File: src/rtl/stip_pkg.sv
// package: defaults, character codes and digit decode for the string to integer parser
package stip_pkg;

    localparam int VALUE_BITS_DEF = 32;
    localparam int COUNT_BITS_DEF = 16;
    localparam int BASE_BITS      = 6;
    localparam int CHAR_BITS      = 8;

    localparam logic [BASE_BITS-1:0] BASE_RESET = 6'd10;
    localparam logic [BASE_BITS-1:0] BASE_AUTO  = 6'd0;
    localparam logic [BASE_BITS-1:0] BASE_OCT   = 6'd8;
    localparam logic [BASE_BITS-1:0] BASE_DEC   = 6'd10;
    localparam logic [BASE_BITS-1:0] BASE_HEX   = 6'd16;

    localparam logic [CHAR_BITS-1:0] CH_SPACE   = 8'h20;
    localparam logic [CHAR_BITS-1:0] CH_TAB     = 8'h09;
    localparam logic [CHAR_BITS-1:0] CH_CR      = 8'h0D;
    localparam logic [CHAR_BITS-1:0] CH_ZERO    = 8'h30;
    localparam logic [CHAR_BITS-1:0] CH_NINE    = 8'h39;
    localparam logic [CHAR_BITS-1:0] CH_LC_A    = 8'h61;
    localparam logic [CHAR_BITS-1:0] CH_LC_Z    = 8'h7A;
    localparam logic [CHAR_BITS-1:0] CH_UC_A    = 8'h41;
    localparam logic [CHAR_BITS-1:0] CH_UC_Z    = 8'h5A;
    localparam logic [CHAR_BITS-1:0] CH_LC_X    = 8'h78;
    localparam logic [CHAR_BITS-1:0] CH_UC_X    = 8'h58;
    localparam logic [CHAR_BITS-1:0] CH_MINUS   = 8'h2D;
    localparam logic [CHAR_BITS-1:0] CH_PLUS    = 8'h2B;
    localparam logic [CHAR_BITS-1:0] LETTER_OFS = 8'd10;

    typedef struct packed {
        logic                 ok;
        logic [BASE_BITS-1:0] val;
    } t_digit;

    function automatic logic is_space(input logic [CHAR_BITS-1:0] c);
        return (c == CH_SPACE) || (c >= CH_TAB && c <= CH_CR);
    endfunction

    function automatic t_digit digit_of(input logic [CHAR_BITS-1:0] c);
        t_digit                 d;
        logic [CHAR_BITS-1:0]   v;
        d.ok  = 1'b0;
        d.val = '0;
        v     = '0;
        if (c >= CH_ZERO && c <= CH_NINE) begin
            v    = c - CH_ZERO;
            d.ok = 1'b1;
        end else if (c >= CH_LC_A && c <= CH_LC_Z) begin
            v    = c - CH_LC_A + LETTER_OFS;
            d.ok = 1'b1;
        end else if (c >= CH_UC_A && c <= CH_UC_Z) begin
            v    = c - CH_UC_A + LETTER_OFS;
            d.ok = 1'b1;
        end
        d.val = v[BASE_BITS-1:0];
        return d;
    endfunction

endpackage

File: src/rtl/string_to_integer_parser_unit.sv
// top level: streaming strtol-style string to integer parser
//
// usage
// - s_* channel carries one character per word: s_tdata[7:0] is the character,
//   s_tuser marks the first character of a new string (restarts the parse)
// - m_* channel carries one word per finished string: value in the low
//   VALUE_BITS of m_tdata, characters consumed above it, zero padded to bytes
// - cfg channel writes the radix (0 = auto octal/decimal/hex); it is always
//   ready and the radix is sampled when a first character is parsed
// - a word is accepted into an input register and parsed from there against
//   the parse state; a stop character's result lands in the output register,
//   whose valid flag drives m_tvalid
// - throughput is one character per cycle while the parse is not held; the
//   loop that sets it is the accumulator update (one multiply by the radix plus one add)
// - a receiver stall only holds the parse when the pending character would
//   finish a string while the output register is still full
// - reset clears the parse to "done, waiting for a start", radix to ten,
//   and empties both registers; characters before any start are dropped
module string_to_integer_parser_unit #(
    parameter int VALUE_BITS = stip_pkg::VALUE_BITS_DEF,
    parameter int COUNT_BITS = stip_pkg::COUNT_BITS_DEF,
    parameter int OUT_WIDTH  = ((VALUE_BITS + COUNT_BITS + 7) / 8) * 8
) (
    input  logic                           i_clk,
    input  logic                           i_rst_n,
    // config write channel
    input  logic                           i_cfg_valid,
    output logic                           o_cfg_ready,
    input  logic [stip_pkg::BASE_BITS-1:0] i_cfg_data,   // number_base
    // character stream in
    input  logic                           s_tvalid,
    output logic                           s_tready,
    input  logic [stip_pkg::CHAR_BITS-1:0] s_tdata,      // ch
    input  logic                           s_tuser,      // first
    // result stream out
    output logic                           m_tvalid,
    input  logic                           m_tready,
    output logic [OUT_WIDTH-1:0]           m_tdata       // value, chars_consumed, zero pad
);
    import stip_pkg::*;

    localparam int OUT_BITS = VALUE_BITS + COUNT_BITS;
    localparam int PROD_BITS = VALUE_BITS + BASE_BITS;

    // parse phases
    localparam logic [2:0] PH_DONE   = 3'd0;
    localparam logic [2:0] PH_SPACE  = 3'd1;
    localparam logic [2:0] PH_PREFIX = 3'd2;
    localparam logic [2:0] PH_ZERO   = 3'd3;
    localparam logic [2:0] PH_DIGITS = 3'd4;

    // config
    logic [BASE_BITS-1:0]  r_base;

    // input register
    logic                  r_in_valid;
    logic [CHAR_BITS-1:0]  r_in_ch;
    logic                  r_in_first;

    // parse state
    logic [2:0]            r_phase,  n_phase;
    logic                  r_neg,    n_neg;
    logic [VALUE_BITS-1:0] r_acc,    n_acc;
    logic [BASE_BITS-1:0]  r_eb,     n_eb;
    logic [COUNT_BITS-1:0] r_pos,    n_pos;

    // output register
    logic                  r_out_valid;
    logic [OUT_WIDTH-1:0]  r_out_data, n_out_data;

    logic                  emit;
    logic                  stage_adv;
    logic                  out_free;
    logic                  in_take;
    logic                  adv_pos;
    logic                  do_prefix;
    logic                  do_digit;
    t_digit                dig;
    logic [PROD_BITS-1:0]  prod;
    logic [VALUE_BITS-1:0] res_value;
    logic [COUNT_BITS-1:0] base_pos;

    assign o_cfg_ready = 1'b1;

    assign out_free  = !r_out_valid || m_tready;
    assign stage_adv = r_in_valid && (!emit || out_free);
    assign s_tready  = !r_in_valid || stage_adv;
    assign in_take   = s_tvalid && s_tready;

    assign dig = digit_of(r_in_ch);

    // single pass over the registered character
    always_comb begin
        // a first character restarts the parse before it is looked at
        if (r_in_first) begin
            n_phase  = PH_SPACE;
            n_neg    = 1'b0;
            n_acc    = '0;
            n_eb     = r_base;
            base_pos = '0;
        end else begin
            n_phase  = r_phase;
            n_neg    = r_neg;
            n_acc    = r_acc;
            n_eb     = r_eb;
            base_pos = r_pos;
        end
        adv_pos   = 1'b0;
        do_prefix = 1'b0;
        do_digit  = 1'b0;
        emit      = 1'b0;
        res_value = '0;
        prod      = '0;

        case (n_phase)
            PH_SPACE: begin
                if (is_space(r_in_ch)) begin
                    adv_pos = 1'b1;
                end else if (r_in_ch == CH_MINUS || r_in_ch == CH_PLUS) begin
                    n_neg   = (r_in_ch == CH_MINUS);
                    adv_pos = 1'b1;
                    n_phase = PH_PREFIX;
                end else begin
                    do_prefix = 1'b1;
                end
            end
            PH_PREFIX: begin
                do_prefix = 1'b1;
            end
            PH_ZERO: begin
                n_acc = '0;
                if (r_in_ch == CH_LC_X || r_in_ch == CH_UC_X) begin
                    n_eb    = BASE_HEX;
                    adv_pos = 1'b1;
                    n_phase = PH_DIGITS;
                end else begin
                    n_eb     = (n_eb == BASE_AUTO) ? BASE_OCT : BASE_HEX;
                    n_phase  = PH_DIGITS;
                    do_digit = 1'b1;
                end
            end
            PH_DIGITS: begin
                do_digit = 1'b1;
            end
            default: begin
            end
        endcase

        // leading zero may start a 0x prefix for auto and hex radix
        if (do_prefix) begin
            if ((n_eb == BASE_AUTO || n_eb == BASE_HEX) && r_in_ch == CH_ZERO) begin
                adv_pos = 1'b1;
                n_phase = PH_ZERO;
            end else begin
                if (n_eb == BASE_AUTO) begin
                    n_eb = BASE_DEC;
                end
                n_phase  = PH_DIGITS;
                do_digit = 1'b1;
            end
        end

        if (do_digit) begin
            if (!dig.ok || dig.val >= n_eb) begin
                emit      = 1'b1;
                res_value = n_neg ? (~n_acc + VALUE_BITS'(1)) : n_acc;
                n_phase   = PH_DONE;
            end else begin
                prod    = PROD_BITS'(n_acc) * PROD_BITS'(n_eb);
                n_acc   = prod[VALUE_BITS-1:0] + VALUE_BITS'(dig.val);
                adv_pos = 1'b1;
            end
        end

        // position saturates at all ones
        n_pos = (adv_pos && base_pos != '1) ? base_pos + COUNT_BITS'(1) : base_pos;
    end

    always_comb begin
        n_out_data = '0;
        n_out_data[VALUE_BITS-1:0]        = res_value;
        n_out_data[OUT_BITS-1:VALUE_BITS] = base_pos;
    end

    always_ff @(posedge i_clk) begin
        if (!i_rst_n) begin
            r_base      <= BASE_RESET;
            r_in_valid  <= 1'b0;
            r_phase     <= PH_DONE;
            r_neg       <= 1'b0;
            r_acc       <= '0;
            r_eb        <= BASE_RESET;
            r_pos       <= '0;
            r_out_valid <= 1'b0;
        end else begin
            if (i_cfg_valid) begin
                r_base <= i_cfg_data;
            end
            if (s_tready) begin
                r_in_valid <= s_tvalid;
            end
            if (stage_adv) begin
                r_phase <= n_phase;
                r_neg   <= n_neg;
                r_acc   <= n_acc;
                r_eb    <= n_eb;
                r_pos   <= n_pos;
            end
            if (out_free) begin
                r_out_valid <= stage_adv && emit;
            end
        end
    end

    // payload registers
    always_ff @(posedge i_clk) begin
        if (in_take) begin
            r_in_ch    <= s_tdata;
            r_in_first <= s_tuser;
        end
        if (stage_adv && emit) begin
            r_out_data <= n_out_data;
        end
    end

    assign m_tvalid = r_out_valid;
    assign m_tdata  = r_out_data;

`ifndef NO_ASSERTIONS
    // a finished string leaves the parse in the done phase
    a_emit_done: assert property (@(posedge i_clk) disable iff (!i_rst_n)
        stage_adv && emit |=> r_phase == PH_DONE)
        else $error("parse not done after result");

    // once done, nothing is produced until a new start
    a_done_quiet: assert property (@(posedge i_clk) disable iff (!i_rst_n)
        r_in_valid && r_phase == PH_DONE && !r_in_first |-> !emit)
        else $error("result produced without a start");

    // the parse only holds when a result meets a full, stalled output
    a_stall_cause: assert property (@(posedge i_clk) disable iff (!i_rst_n)
        r_in_valid && !stage_adv |-> emit && r_out_valid && !m_tready)
        else $error("parse stalled without a full output");

    // within a string the position never moves back
    a_pos_mono: assert property (@(posedge i_clk) disable iff (!i_rst_n)
        stage_adv && !r_in_first |=> r_pos >= $past(r_pos))
        else $error("position decreased within a string");

    // a produced result is registered in the output register and flagged valid
    a_result_load: assert property (@(posedge i_clk) disable iff (!i_rst_n)
        stage_adv && emit |=> r_out_valid)
        else $error("result lost");
`endif

endmodule
File: config.mk
export PLATFORM = sky130hd
export DESIGN_NAME = string_to_integer_parser_unit
export DESIGN_NICKNAME = d
export VERILOG_FILES = /design/src/rtl/stip_pkg.sv /design/src/rtl/string_to_integer_parser_unit.sv
export SDC_FILE = /design/constraint.sdc
export NUM_CORES = 1
export LEC_CHECK = 0
export BUFFER_PORTS_ARGS = -buffer_cell sky130_fd_sc_hd__buf_4
export CAP_MARGIN = 20
export CORE_AREA = 3 3 181 183
export DETAILED_ROUTE_END_ITERATION = 8
export DIE_AREA = 0 0 184 186
export PLACE_DENSITY = 0.53
export SLEW_MARGIN = 20
export SYNTH_ARGS = -nofsm -noshare
export SYNTH_HDL_FRONTEND = slang
export SYNTH_SLANG_ARGS = --single-unit
export TNS_END_PERCENT = 10
File: constraint.sdc
create_clock -name i_clk -period 8.44 [get_ports i_clk]
set_input_delay 0.422 -clock i_clk [delete_from_list [all_inputs] [get_ports i_clk]]
set_output_delay 0.422 -clock i_clk [all_outputs]
set_load 0.03 [all_outputs]
# [Word-level counts from Yosys, hierarchy flattened]
# Index checks and enable logic that the tools add are counted.
[classes] multipliers=1 n_addsub=8 n_mux=49 reduce_logical=24 magnitude_cmp=9 n_bitwise=1 n_eq_ne=12
[op_table] operator="2-to-1 mux 32 bit" n=5
[op_table] operator="2-to-1 mux 6 bit" n=8
[op_table] operator="adder 32 x 1 -> 32 bit, second input constant" n=1
[op_table] operator="adder 32 x 6 -> 32 bit" n=1
[op_table] operator="equality test 8 x 6 -> 1 bit, second input constant" n=4
[op_table] operator="multiplier 32 x 6 -> 32 bit" n=1
[op_table] operator="2-to-1 mux 16 bit" n=2
[op_table] operator="inverter 32 bit" n=1
[op_table] operator="2-to-1 mux 1 bit" n=21
[op_table] operator="2-to-1 mux 3 bit" n=7
[op_table] operator="adder 16 x 1 -> 16 bit, second input constant" n=1
[op_table] operator="equality test 8 x 7 -> 1 bit, second input constant" n=2
[op_table] operator="greater-or-equal comparator 8 x 7 -> 1 bit, second input constant" n=2
[op_table] operator="<= comparator 8 x 7 -> 1 bit, second input constant" n=2
[op_table] operator="!= test 16 bit, second input constant" n=1
[op_table] operator="adder 6 x 4 -> 6 bit, second input constant" n=2
[op_table] operator="zero test 6 bit" n=2
[op_table] operator="subtractor 6 bit, second input constant" n=2
[op_table] operator="2-to-1 mux 5 bit" n=2
[op_table] operator="logical AND 1 bit" n=9
[op_table] operator="greater-or-equal comparator 8 x 4 -> 1 bit, second input constant" n=1
[op_table] operator="greater-or-equal comparator 8 x 6 -> 1 bit, second input constant" n=1
[op_table] operator="<= comparator 8 x 4 -> 1 bit, second input constant" n=1
[op_table] operator="<= comparator 8 x 6 -> 1 bit, second input constant" n=1
[op_table] operator="other kinds (11)" n=24
[word_totals] inputBits=20 ff_bits=123 word_cells=116

# [Logic depth before layout (Yosys ltp)]
[logic_depth] depth_word=19 depth_mapped=28 ltp_nobuf=26

# [Worst setup path after synthesis]
# No wires, ideal clock.
[synth_timing] path_kind="flip-flop to flip-flop" from="register r_in_ch[1]" to="register r_acc[31]" setup_ps=122 required_ps=8318 path_buffers=2 t_arrival_ps=6530 stages_incl_launch_ff=28 setup_slack_ps=1788 path_cell_list="edfxtp_1 -> inv_1 -> ha_1 -> mux2_2 -> a41o_1 -> o21ai_1 -> o2111ai_1 -> and2_1 -> clkbuf_1 -> clkbuf_1 -> or2_1 -> fa_1 -> fa_1 -> inv_1 -> fa_1 -> inv_1 -> fa_1 -> inv_1 -> ha_1 -> o211ai_1 -> o211ai_1 -> a41oi_1 -> o2111a_1 -> o21bai_1 -> o21ai_0 -> a21oi_1 -> nor2b_1 -> a311o_1"
[synth_via] elab_chain_cells=16 elab_cells_between_ends=60
[synth_lines] item="start: declaration" line_no="string_to_integer_parser_unit.sv:57" text="logic [CHAR_BITS-1:0] r_in_ch;"
[synth_lines] item="start signal: assignment" line_no="string_to_integer_parser_unit.sv:218" text="r_in_ch <= s_tdata;"
[synth_lines] item="branches (longest 16 deep; another with multiplier 32 x 6 -> 32 bit)"
[synth_lines] item="end signal: assignment" line_no="string_to_integer_parser_unit.sv:205" text="r_acc <= n_acc;"
[synth_lines] item="end: declaration" line_no="string_to_integer_parser_unit.sv:63" text="logic [VALUE_BITS-1:0] r_acc, n_acc;"
# Several ways; the timed one is not identified.
# A chain may end at the register's enable or synchronous reset.

# [Final worst setup path]
# Ends and elaborated chain as after synthesis.

==> metrics <==
Tcrit/Tclk final 93.4%; number of CTS-inserted buffers 17; H-tree Lvls 4; DRT iter0 DRCs 717; row count 65; critical path's slowest cell fa_1; fmax 127 MHz; count of flip-flops with a built-in enable after synthesis 57; Power Dens Cells 123 nW/um^2; Syn Inst Count 1397; final setup margin 553 ps; Antenna Violating Nets Remaining 0; clock buffer depth 2; GRT Overall Usage 22.2%; diodes inserted 0; outcome completed; # DRC 0; Final nets 1629; Pwr Total 1.71 mW; Slew Viols, Final 0; vias 10.6k; post-route setup TNS 0 ps; Seq/Total Area, Yosys 24.4%; critical path required time 8770 ps; Main synth FF type dfxtp_1; via/cell ratio 5.79; Hold WC Path Type in -> reg; Die X 184 um; Initial Utilization 39.5%; Reg area 3030 sq um; Clock Skew 14.4 ps; critical path launch point type flip-flop; post-synthesis register bit count 123; CP Capture Type flip-flop; Die Y 186 um; non-filler instance count after layout 1831; Post-CTS Resized 0; Final Hold Fails 0; drt pass-1 iters 7; Worst IR Drop VDD 0.000135 V; CP Data Arrival Time 8220 ps; Yosys cell types 87; Final min period 7890 ps; CTS tree built; post-CTS setup buffer count 0; WL per Instance 20.2 um; core box area 31400 sq um; CTS Hold Buffers Added 0; Die ar. 34200 sq um; Inst Count DP 1799; share of cells above drive strength 1 10.5%; worst-skew pair later-pin latency 450 ps; Post-Syn Area 12400 sq um; Area growth syn-to-layout 11.8%; Synth async-reset ratio 0%; max layer used met4; hpwl dp 27100 um; Placer Congestion 0.866; global route total overflow 0; Final setup viols 0; Max-cap violations 0; Post-Route WL 36900 um; Leak 6.15 nW; worst slack, placed 675 ps; crit-path max FO 13; first-pass GRT wire length 59200 um; worst slew pin tran 927 ps; WS Path Type reg -> reg; multi-input logic area 8840 sq um; RSZ-0062 raised after global routing no; clock root cell clkbuf_16; CTS sink count 123; total length of routed met2 wires 16600 um; Mapped Nets 1610; pin count of the biggest net entering global routing 54; syn avg cell area 8.89 sq um; Max-slew headroom 38.2%; I/O Pins 71; crit-path max cell delay 530 ps; Buf+Inv Stages, Crit Path 4; Crit path max-delay family compound AO/OA/AOI/OAI gates; Worst-path clk slew 60 ps; Ys Warns 0; wire length on met3 2100 um; vias in the first global route 10.4k; # fillers 3102; antenna violations before repair 0; met1 wire length 17400 um; PortBufs 69
## power breakdown
group,internal (mW),switching (mW)
Sequential,0.643,0.0209
Combinational,0.0769,0.181
Clock,0.459,0.325
## routing by layer
layer	global-route usage [%]	vias up
met4	6.92	0
met1	31.7	5212
met5	0	-
met3	3.62	47
li1	-	5022
met2	34.5	321
## per-stage QoR
stage	cell area [sq um]	utilization (%)	hold slack (ps)
floorplan	12400	-	441
global placement	13300	42.3	466
detailed placement	13300	42.3	479
CTS	13900	44.2	131
global route	13900	44.2	141
finish	13900	44.2	149
## cells in the mapped netlist, drive strengths merged (10+ instances only)
master / count / area, sq um
a21boi: 11 / 82.6
a21o: 22 / 165
inv: 64 / 240
ha: 81 / 1010
nor3: 24 / 120
nor2b: 25 / 156
nor2: 207 / 777
nand2b: 13 / 81.3
a22oi: 25 / 188
buf: 29 / 148
edfxtp: 57 / 1710
o21ai: 53 / 265
and2: 42 / 263
or3: 13 / 81.3
nand3: 47 / 240
dfxtp: 66 / 1320
o311ai: 10 / 87.6
xnor2: 23 / 201
o21a: 11 / 82.6
clkbuf: 59 / 223
and3: 39 / 244
o211ai: 15 / 113
nand2: 92 / 345
a21oi: 72 / 375
xor2: 17 / 149
mux2i: 15 / 150
fa: 112 / 2240
## cell families after synthesis
family | share of synthesized area (%)
fa+ha+maj | 26.2
other cells | 0.0302
xor+xnor | 2.82
flops | 24.4
buf+inv | 4.92
simple gates | 22.0
compound gates | 18.3
mux | 1.30
## state kept, by name, indices dropped and copies added (netlist names)
name / flops
m_tdata: 48
m_tvalid: 1
r_acc: 32
r_base: 6
r_eb: 6
r_in_ch: 8
r_in_first: 1
r_in_valid: 1
r_neg: 1
r_phase: 3
r_pos: 16
## cells in the final DEF (no fill, tap or decap), drive strengths merged, types with 8 or more instances in the layout
cell type	instances
a21oi	72
o21a	11
ha	81
edfxtp	57
a31oi	8
a211oi	9
and2	42
xnor2	23
nor3	24
a21boi	11
a2111oi	9
nor2b	25
nand3b	9
buf	88
o21ai	53
o211ai	15
nor2	207
and3	39
a41o	9
xor2	17
inv	70
nand2b	13
mux2i	15
a22oi	25
clkbuf	19
nand4	8
dfxtp	66
o311ai	10
or3	13
a21o	22
fa	112
nand3	47
nand2	92
## area by class of cell
class	instances	share of cell area, %
repair buffers	88	4.76
clock inverters	13	1.11
clock buffers	19	3.27
multi-input cells	1122	63.7
flip-flops and latches	123	21.8
well taps	402	3.62
inverters	64	1.73
## path summary, 6_finish.rpt
path / startpoint / endpoint / slack, ps / cells after the start
worst min-delay path: s_tdata[7] / r_in_ch[7]$_DFFE_PP_ / 150 / 1
worst max-delay path: r_in_ch[1]$_DFFE_PP_ / r_acc[31]$_SDFFE_PN0P_ / 550 / 25
worst min register to register: r_neg$_SDFFE_PN0P_ / r_neg$_SDFFE_PN0P_ / 490 / 2
worst max register to register: r_in_ch[1]$_DFFE_PP_ / r_acc[31]$_SDFFE_PN0P_ / 550 / 25
## worst reg2reg max path, stage by stage, from the launching register on
cell      delay, ps
edfxtp_1        490
inv_1           140
ha_1            260
mux2_2          290
a41o_1          240
o21ai_1         310
a21o_1          260
a41oi_2         410
or2_2           470
fa_1            480
fa_1            490
inv_1            60
fa_1            530
inv_1            50
fa_1            530
inv_1            40
ha_1            340
o211ai_1        140
o211ai_1        500
a41oi_1         430
o2111a_1        360
o21bai_1        240
o21ai_0         150
a21oi_1         200
a211oi_1         70
a311o_1         290
Power figures use the tool's default switching activity.
